### src/rtl/core/lspe_pkg.sv
// Package for the line sensor position encoder: sizes, codes and the pattern table.
`timescale 1ns / 1ps

package lspe_pkg;

    // Sensor channel count and derived widths.
    localparam int NumCh     = 8;
    localparam int ChW       = $clog2(NumCh);
    localparam int SampleW   = 8;
    localparam int ThrW      = 10;
    localparam int CodeW     = 5;
    localparam int CountW    = 4;
    localparam int CfgIndexW = 4;

    // Last channel of a sweep.
    localparam logic [ChW-1:0] LastCh = ChW'(NumCh - 1);

    // Position codes with a special meaning.
    localparam logic [CodeW-1:0] CodeNone     = 5'd0;
    localparam logic [CodeW-1:0] CodeClear    = 5'd27;
    localparam logic [CodeW-1:0] CodeInit     = 5'd31;
    localparam logic [CodeW-1:0] CodeCrossLo  = 5'd20;
    localparam logic [CodeW-1:0] CodeCrossHi  = 5'd22;

    // More hits than this flag an intersection.
    localparam logic [CountW-1:0] CrossCount = 4'd5;

    // Reset value of each channel threshold.
    function automatic logic [ThrW-1:0] thr_reset(input logic [ChW-1:0] ch);
        logic [ThrW-1:0] val;
        case (ch)
            3'd0:    val = 10'd350;
            3'd1:    val = 10'd350;
            3'd2:    val = 10'd325;
            3'd3:    val = 10'd350;
            3'd4:    val = 10'd400;
            3'd5:    val = 10'd350;
            3'd6:    val = 10'd350;
            3'd7:    val = 10'd300;
            default: val = 10'd350;
        endcase
        return val;
    endfunction

    // Map a hit pattern to a position code; CodeNone marks an unlisted pattern.
    function automatic logic [CodeW-1:0] map_pattern(input logic [NumCh-1:0] p);
        logic [CodeW-1:0] code;
        case (p)
            8'h80:   code = 5'd1;
            8'hC0:   code = 5'd2;
            8'h40:   code = 5'd3;
            8'h60:   code = 5'd4;
            8'h20:   code = 5'd5;
            8'h30:   code = 5'd6;
            8'h10:   code = 5'd7;
            8'h18:   code = 5'd8;
            8'h08:   code = 5'd9;
            8'h0C:   code = 5'd10;
            8'h04:   code = 5'd11;
            8'h06:   code = 5'd12;
            8'h02:   code = 5'd13;
            8'h03:   code = 5'd14;
            8'h01:   code = 5'd15;
            8'hE0:   code = 5'd16;
            8'hF0:   code = 5'd17;
            8'hF8:   code = 5'd18;
            8'hFC:   code = 5'd19;
            8'hFE:   code = 5'd20;
            8'hFF:   code = 5'd21;
            8'h7F:   code = 5'd22;
            8'h3F:   code = 5'd23;
            8'h1F:   code = 5'd24;
            8'h0F:   code = 5'd25;
            8'h07:   code = 5'd26;
            8'h00:   code = CodeClear;
            default: code = CodeNone;
        endcase
        return code;
    endfunction

endpackage

### src/rtl/core/line_sensor_position_encoder.sv
// Top level of the line sensor position encoder.
`timescale 1ns / 1ps

// Line sensor position encoder.
// The input channel (in_valid, in_stall, sample) carries one converter sample
// per item; an internal counter assigns the items to channels 0..7 in turn.
// Each sample times four is compared against its channel threshold, and the
// hits build an 8-bit pattern and a hit count over the sweep.
// The item for channel 7 produces one result item on the output channel
// (out_valid, out_stall and the five result fields); other items produce none.
// The result is in the output register in the cycle after the channel 7 item is
// accepted. Throughput: one item per cycle while in_stall is low, set by the single
// compare and the pattern table between the state registers and the output register.
// When the receiver stalls, the result holds; items for channels 0..6 are still
// accepted, and only the channel 7 item waits until the output register frees.
// The user must write thresholds through cfg_wr_en, cfg_index and cfg_data while idle,
// which the block itself does not enforce; writes to an index above 7 are ignored.
// Reset clears the channel counter, pattern and count, sets the position and
// last position codes to 31 and loads the default thresholds.
module line_sensor_position_encoder (
    input  logic                          clk,
    input  logic                          rst_n,
    input  logic                          cfg_wr_en,
    input  logic [lspe_pkg::CfgIndexW-1:0] cfg_index,
    input  logic [lspe_pkg::ThrW-1:0]     cfg_data,
    input  logic                          in_valid,
    output logic                          in_stall,
    input  logic [lspe_pkg::SampleW-1:0]  sample,
    output logic                          out_valid,
    input  logic                          out_stall,
    output logic [lspe_pkg::CodeW-1:0]    position,
    output logic [lspe_pkg::CodeW-1:0]    prev_position,
    output logic                          intersection,
    output logic [lspe_pkg::CountW-1:0]   hit_count,
    output logic [lspe_pkg::NumCh-1:0]    hit_pattern
);
    import lspe_pkg::*;

    logic [ThrW-1:0]   thr_reg [NumCh];
    logic [ChW-1:0]    chan_reg, chan_next;
    logic [NumCh-1:0]  pattern_reg, pattern_next;
    logic [CountW-1:0] count_reg, count_next;
    logic [CodeW-1:0]  pos_reg, pos_next;
    logic [CodeW-1:0]  last_reg, last_next;

    logic              out_valid_reg, out_valid_next;
    logic [CodeW-1:0]  out_pos_reg, out_last_reg;
    logic              out_inter_reg, out_inter_next;
    logic [CountW-1:0] out_count_reg;
    logic [NumCh-1:0]  out_pattern_reg;

    logic              accept;
    logic              sweep_end;
    logic              hit;
    logic [ThrW-1:0]   scaled;
    logic [NumCh-1:0]  pattern_acc;
    logic [CountW-1:0] count_acc;
    logic [CodeW-1:0]  mapped;

    // Only the item that closes a sweep needs the output register free.
    assign in_stall  = out_valid_reg && out_stall && (chan_reg == LastCh);
    assign accept    = in_valid && !in_stall;
    assign sweep_end = accept && (chan_reg == LastCh);

    // Threshold registers.
    always_ff @(posedge clk or negedge rst_n)
    begin
        if (!rst_n)
        begin
            for (int i = 0; i < NumCh; i++)
            begin
                thr_reg[i] <= thr_reset(ChW'(i));
            end
        end
        else if (cfg_wr_en && (cfg_index < CfgIndexW'(NumCh)))
        begin
            thr_reg[cfg_index[ChW-1:0]] <= cfg_data;
        end
    end

    // Compare the sample and fold the hit into the sweep.
    always_comb
    begin
        scaled      = {sample, 2'b00};
        hit         = scaled > thr_reg[chan_reg];
        pattern_acc = pattern_reg;
        count_acc   = count_reg;
        if (hit)
        begin
            pattern_acc[LastCh - chan_reg] = 1'b1;
            count_acc = count_reg + CountW'(1);
        end
        mapped = map_pattern(pattern_acc);

        chan_next    = chan_reg;
        pattern_next = pattern_reg;
        count_next   = count_reg;
        pos_next     = pos_reg;
        last_next    = last_reg;
        if (accept)
        begin
            if (chan_reg == LastCh)
            begin
                chan_next    = '0;
                pattern_next = '0;
                count_next   = '0;
                if (pos_reg != CodeClear)
                begin
                    last_next = pos_reg;
                end
                if (mapped != CodeNone)
                begin
                    pos_next = mapped;
                end
            end
            else
            begin
                chan_next    = chan_reg + ChW'(1);
                pattern_next = pattern_acc;
                count_next   = count_acc;
            end
        end

        out_inter_next = (count_acc > CrossCount) ||
                         ((pos_next >= CodeCrossLo) && (pos_next <= CodeCrossHi));

        out_valid_next = out_valid_reg && out_stall;
        if (sweep_end)
        begin
            out_valid_next = 1'b1;
        end
    end

    // Sweep state registers.
    always_ff @(posedge clk or negedge rst_n)
    begin
        if (!rst_n)
        begin
            chan_reg      <= '0;
            pattern_reg   <= '0;
            count_reg     <= '0;
            pos_reg       <= CodeInit;
            last_reg      <= CodeInit;
            out_valid_reg <= 1'b0;
        end
        else
        begin
            chan_reg      <= chan_next;
            pattern_reg   <= pattern_next;
            count_reg     <= count_next;
            pos_reg       <= pos_next;
            last_reg      <= last_next;
            out_valid_reg <= out_valid_next;
        end
    end

    // Result payload register, loaded at the end of a sweep.
    always_ff @(posedge clk)
    begin
        if (sweep_end)
        begin
            out_pos_reg     <= pos_next;
            out_last_reg    <= last_next;
            out_inter_reg   <= out_inter_next;
            out_count_reg   <= count_acc;
            out_pattern_reg <= pattern_acc;
        end
    end

    assign out_valid     = out_valid_reg;
    assign position      = out_pos_reg;
    assign prev_position = out_last_reg;
    assign intersection  = out_inter_reg;
    assign hit_count     = out_count_reg;
    assign hit_pattern   = out_pattern_reg;

    // The item that closes a sweep always yields a result next cycle.
    assert property (@(posedge clk) disable iff (!rst_n)
        sweep_end |=> out_valid)
        else $error("sweep end did not produce a result item");

    // The hit count matches the number of bits in the pattern.
    assert property (@(posedge clk) disable iff (!rst_n)
        out_valid |-> (hit_count == CountW'($countones(hit_pattern))))
        else $error("hit count disagrees with hit pattern");

    // The intersection flag follows the count and the position code.
    assert property (@(posedge clk) disable iff (!rst_n)
        out_valid |-> (intersection == ((hit_count > CrossCount) ||
                       ((position >= CodeCrossLo) && (position <= CodeCrossHi)))))
        else $error("intersection flag inconsistent");

    // The last position never holds the all-clear code.
    assert property (@(posedge clk) disable iff (!rst_n)
        out_valid |-> (prev_position != CodeClear))
        else $error("last position holds the all-clear code");

endmodule

### config.mk
export PLATFORM = sky130hd
export DESIGN_NAME = line_sensor_position_encoder
export DESIGN_NICKNAME = d
export VERILOG_FILES = /design/src/rtl/core/lspe_pkg.sv /design/src/rtl/core/line_sensor_position_encoder.sv
export SDC_FILE = /design/constraint.sdc
export NUM_CORES = 1
export LEC_CHECK = 0
export ABC_AREA = 1
export BUFFER_PORTS_ARGS = -buffer_cell sky130_fd_sc_hd__buf_2
export CAP_MARGIN = 10
export CORE_UTILIZATION = 50
export DETAILED_ROUTE_END_ITERATION = 16
export PLACE_DENSITY_LB_ADDON = 0.2
export SETUP_SLACK_MARGIN = 0.05
export SLEW_MARGIN = 20
export SYNTH_ARGS = -nofsm -noshare
export SYNTH_HDL_FRONTEND = slang
export SYNTH_SLANG_ARGS = --single-unit
### constraint.sdc
create_clock -name clk -period 6.4 [get_ports clk]
set_input_delay 1.28 -clock clk [delete_from_list [all_inputs] [get_ports clk]]
set_output_delay 1.28 -clock clk [all_outputs]
set_load 0.02 [all_outputs]
# Word-level counts from Yosys, hierarchy flattened
# Cells that the tools add are included.
# op_classes
add_sub_neg,3
magnitude_cmp,10
eq_ne,28
mux,21
n_bitwise,3
n_reduce_logical,12
# op_table
cell,n
5-bit one-hot mux with 27 select lines,1
80-bit bitwise mux,1
8-bit equality test (second input constant),8
10-bit binary-select mux with 3-bit select,1
10-bit demux with 3-bit select,1
10-bit two-way mux,3
5-bit two-way mux,6
8-bit by 3-bit equality test with 1-bit output (second input constant),3
8-bit by 4-bit equality test with 1-bit output (second input constant),3
8-bit by 5-bit equality test with 1-bit output (second input constant),3
8-bit by 6-bit equality test with 1-bit output (second input constant),3
8-bit by 7-bit equality test with 1-bit output (second input constant),3
8-bit by 2-bit equality test with 1-bit output (second input constant),2
8-bit two-way mux,2
10-bit > comparator,1
8-bit by 1-bit equality test with 1-bit output (second input constant),1
4-bit >= comparator (second input constant),2
1-bit logical AND,8
8-bit logical NOT,1
4-bit two-way mux,2
3-bit inverter with 4-bit output,2
8-bit bitwise OR,1
5-bit >= comparator (second input constant),1
5-bit less-or-equal comparator (second input constant),1
16 further kinds,17
# totals
ff_bits,129
inputBits,27
elab_cells,96

# Longest topological paths before layout
# logic_depth
depth_word,16
depth_mapped,35
ltp_nobuf,34

# Least setup slack after synthesis
# OpenSTA, ideal clock, no wires.
# synth_timing
path_type,register to register
start,reg chan_reg[2]
end,"reg out_inter_reg, in the netlist intersection, data pin"
arrival_time_ps,3460
required_ps,6146
slack_ps,2686
path_stages_with_launch,32
path_buffers,1
path_cell_list,dfrtp_1 > inv_1 > nor2_1 > inv_1 > nor2_1 > inv_1 > o211ai_1 > a221oi_1 > o2111ai_1 > inv_1 > ha_1 > a21oi_1 > nor2_1 > nor2_1 > nand3_1 > buf_2 > nand3_2 > nand2_2 > nand2_2 > inv_1 > nand2_1 > nand2_1 > nand2_1 > nand2_1 > nor2_1 > nand3_2 > nand2_2 > nand2_1 > nand2_1 > nand2_1 > nand4_1 > nand2_1
# synth_via
elab_chain_cells,16
# synth_rtl
element,line_no,rtl
"start, declared",line_sensor_position_encoder.sv:40,"logic [ChW-1:0] chan_reg, chan_next;"
"start signal, assigned",line_sensor_position_encoder.sv:148,chan_reg <= chan_next;
3-bit subtractor,line_sensor_position_encoder.sv:90,pattern_acc[LastCh - chan_reg] = 1'b1;
3-bit by 4-bit < comparator with 1-bit output (not written as such) or 3-bit by 1-bit >= comparator with 1-bit output (tied branches),line_sensor_position_encoder.sv:90,
1-bit logical AND (not written as such),line_sensor_position_encoder.sv:90,
1-bit two-way mux (not written as such),line_sensor_position_encoder.sv:90,
1-bit demux with 3-bit select,line_sensor_position_encoder.sv:90,
8-bit bitwise OR (no line),--,
8-bit two-way mux *,line_sensor_position_encoder.sv:88,if (hit)
via pattern_acc[0],line_sensor_position_encoder.sv:56,logic [NumCh-1:0] pattern_acc;
[3 not listed],--,
5-bit two-way mux *,line_sensor_position_encoder.sv:111,if (mapped != CodeNone)
5-bit two-way mux *,line_sensor_position_encoder.sv:102,if (chan_reg == LastCh)
5-bit two-way mux *,line_sensor_position_encoder.sv:100,if (accept)
via pos_next[0],line_sensor_position_encoder.sv:43,"logic [CodeW-1:0] pos_reg, pos_next;"
5-bit >= comparator or 5-bit less-or-equal comparator (tied branches),line_sensor_position_encoder.sv:125,((pos_next >= CodeCrossLo) && (pos_next <= CodeCrossHi));
1-bit logical AND *,line_sensor_position_encoder.sv:125,
1-bit logical OR *,line_sensor_position_encoder.sv:124,out_inter_next = (count_acc > CrossCount) ||
via out_inter_next,line_sensor_position_encoder.sv:48,"logic out_inter_reg, out_inter_next;"
"end signal, assigned",line_sensor_position_encoder.sv:164,out_inter_reg <= out_inter_next;
"end, declared",line_sensor_position_encoder.sv:48,
# The timed path passes the listed nets; every way through them passes the cells marked *. The select of a mux whose other input is x is not followed.
# A chain may end at the register's enable or synchronous reset.

# Worst setup path after layout
# layout_timing
start,reg chan_reg[0]
end,"reg out_inter_reg, in the netlist intersection, data pin"
# The elaborated chain is that of the path after synthesis.

==> out/qor.yml <==
status:
  status: "finished, final reports clean"
logic_synthesis:
  ys_async_sr_fraction_pct: 82.2
  syn-cell-area_um2: 6250
  synth_seq_cells: 129
  syn-instance-count: 708
  synth_top_cells_by_area: "dfrtp_1, dfstp_2, edfxtp_1"
  yosys-top-cells-count: "nand2_1, o21ai_0, inv_1"
  synth_top_area_share_pct: 22.0
  synthesis.nets: 746
  ys_seq_area_share_pct: 54.5
  ys_types: 37
  avgSynthCellArea_um2: 8.82
  synth_largest_area_cell: "dfrtp_1"
  synth-edff-count: 23
  yosys.cell_count.top_type: "nand2_1"
  synth_flop_cell: "dfrtp_1"
  yosys_warnings: 0
global_route:
  grt_pass1_vias: 5013
  grt_overflow: 0
  antenna_found_initial: 0
  grt_start_max_net_pins: 71
  grt_pass1_wl_mm: 24.8
  grt_use_total_pct: 25.6
place:
  dpl.hpwl_mm: 10.4
  portBuffers: 51
  place_ws_ps: 1460
  place_congestion: 0.859
setup_path:
  arrival_ps: 5150
  critPathKind: "reg2reg"
  crit_path_start_kind: "register"
  critical_path_required_ps: 6560
  crit_fanout: 15
  cp-end-kind: "register"
sta:
  slew_violations: 0
  finalSetupTns_ps: 0
  finClkSkew_ps: 6.73
  tightestPinTransition_ps: 855
  slew_headroom_pct: 42.8
  rsz0062_at_grt: "no"
  fin_crit_sh_pct: 77.9
  period_needed_ps: 4990
  final-setup-viol-count: 0
  hold_viol: 0
  fin_ws_ps: 1410
  max_clock_freq_mhz: 201
run:
  drv_cap: 0
detailed_routing:
  drt_iter0_drc: 334
  final_antenna_net_count: 0
  first_pass_iters: 5
  viasPerCell: 5.34
  wire_per_inst_um: 15.7
  vias: 5043
  drc: 0
  finalWirelength_mm: 14.8
clock_network:
  clkLatencyLatePin_ps: 420
  cts_setup_buffers: 0
  numCtsBuffers: 17
  cts.sinks: 129
  cts_root_buf: "clkbuf_16"
  cts_hold_buf: 0
  clockBufferDepth: 2
  cts_tree: "yes"
  htreeDepth: 4
  ctsResizeCount: 0
  clk_pin_slew_ps: 50
cells_and_area:
  n_antenna_cell: 0
  regArea_um2: 3410
  multi_input_area_um2: 2450
  fin_nets: 802
  largest_reg_flops: 80
  fillers: 1089
  area_growth_pct: 16.6
  layout-drive-gt1-share_pct: 22.5
die:
  die_h_um: 114
  ios: 52
  initial_core_util_pct: 51.6
  core-area_um2: 12100
  dieArea_um2: 12900
  rows: 40
  die_x_um: 114
pwr:
  p_leak_nw: 3.38
  power.density_nw_per_um2: 461
  ir_drop_uv: 216
hold_path:
  hold_path.class: "reg2reg"
==> worst paths after layout <==
kind	from	to	slack (ps)	cells after the start
min in group asynchronous	rst_n	thr_reg[7]	820	1
worst min register to register	last_reg[4]	last_reg[4]	480	2
worst max-delay path	chan_reg[0]	intersection	1410	26
worst min-delay path	last_reg[4]	last_reg[4]	480	2
worst max register to register	chan_reg[0]	intersection	1410	26
max in group asynchronous	rst_n	pattern_reg[2]	4350	2
==> through the flow <==
stage	std cells	utilization, %	area, um2	total power, mW	hold WS [ps]
6_report	945	60.1	7280	3.36	482
5_1_grt	945	60.1	7280	3.60	506
4_1_cts	945	60.1	7280	3.37	486
3_5_place_dp	913	55.2	6690	2.41	473
3_3_place_gp	913	55.2	6690	2.39	467
2_1_floorplan	708	-	6250	2.10	446
==> worst max-delay path, stage by stage (launching register included) <==
cell	delay [ps]
dfrtp_1	620
inv_2	220
nor2_1	350
inv_1	270
o2bb2ai_1	200
a221oi_1	80
nand4_1	120
inv_1	60
ha_1	280
a21oi_1	180
o21ai_0	100
nand2_1	70
nand3_1	490
nand3_1	310
nand2_1	130
nor2_1	290
nand2_1	160
o21ai_2	220
nor2_1	70
nand2_1	80
nor2_1	50
nand2_1	60
nand2_1	50
nand2_1	70
nand2_1	70
nand4_1	80
nand2_1	50
==> cells by family (layout without fill, tap and decap cells) <==
kind of cell               Yosys count  in the layout  synth area share [%]
and+or+nand+nor                    322            322                  23.2
buffers and inverters              103            172                  6.47
DFF                                129            129                  54.5
muxes                                2              2                 0.360
xor gates and xnor gates             3              3                 0.421
AOI/OAI and AO/OA                  138            138                  12.8
adders and majority gates           11             11                  2.20
==> placed cells by master (no fill, tap or decap), types with 10 or more instances in the layout <==
cell type	netlist	layout
a21oi_1	23	23
nand2_1	181	181
nand4_1	11	11
nand2_2	10	10
nand3_1	31	31
o21ai_0	80	80
buf_2	2	50
edfxtp_1	23	23
dfstp_2	51	51
nor2_1	57	57
ha_1	11	11
inv_1	78	78
clkbuf_16	0	18
dfrtp_1	55	55
==> report_power, final <==
part	total (mW)	switching (mW)	internal, mW
logic	1.19	0.804	0.383
clock network	0.944	0.326	0.618
registers	1.23	0.111	1.11
total	3.36	1.24	2.12
==> final cells by class <==
cell class / count / share of cell area, %
Sequential cell: 129 / 46.8
Clock inverter: 3 / 0.550
Clock buffer: 29 / 7.58
Inverter: 81 / 4.18
Tap cell: 168 / 2.89
Multi-Input combinational cell: 476 / 33.7
Timing Repair Buffer: 59 / 4.36
==> routing by layer <==
metal  vias to the layer above  part of all wire [%]  global-route usage, %
li1                       2461                     -                      -
met1                      2436                    44                   31.5
met2                       124                    49                   43.6
met3                        22                   4.7                   6.80
met4                         0                   2.0                   8.83
met5                         -                     0                      0
(Power assumes the default switching activity.)
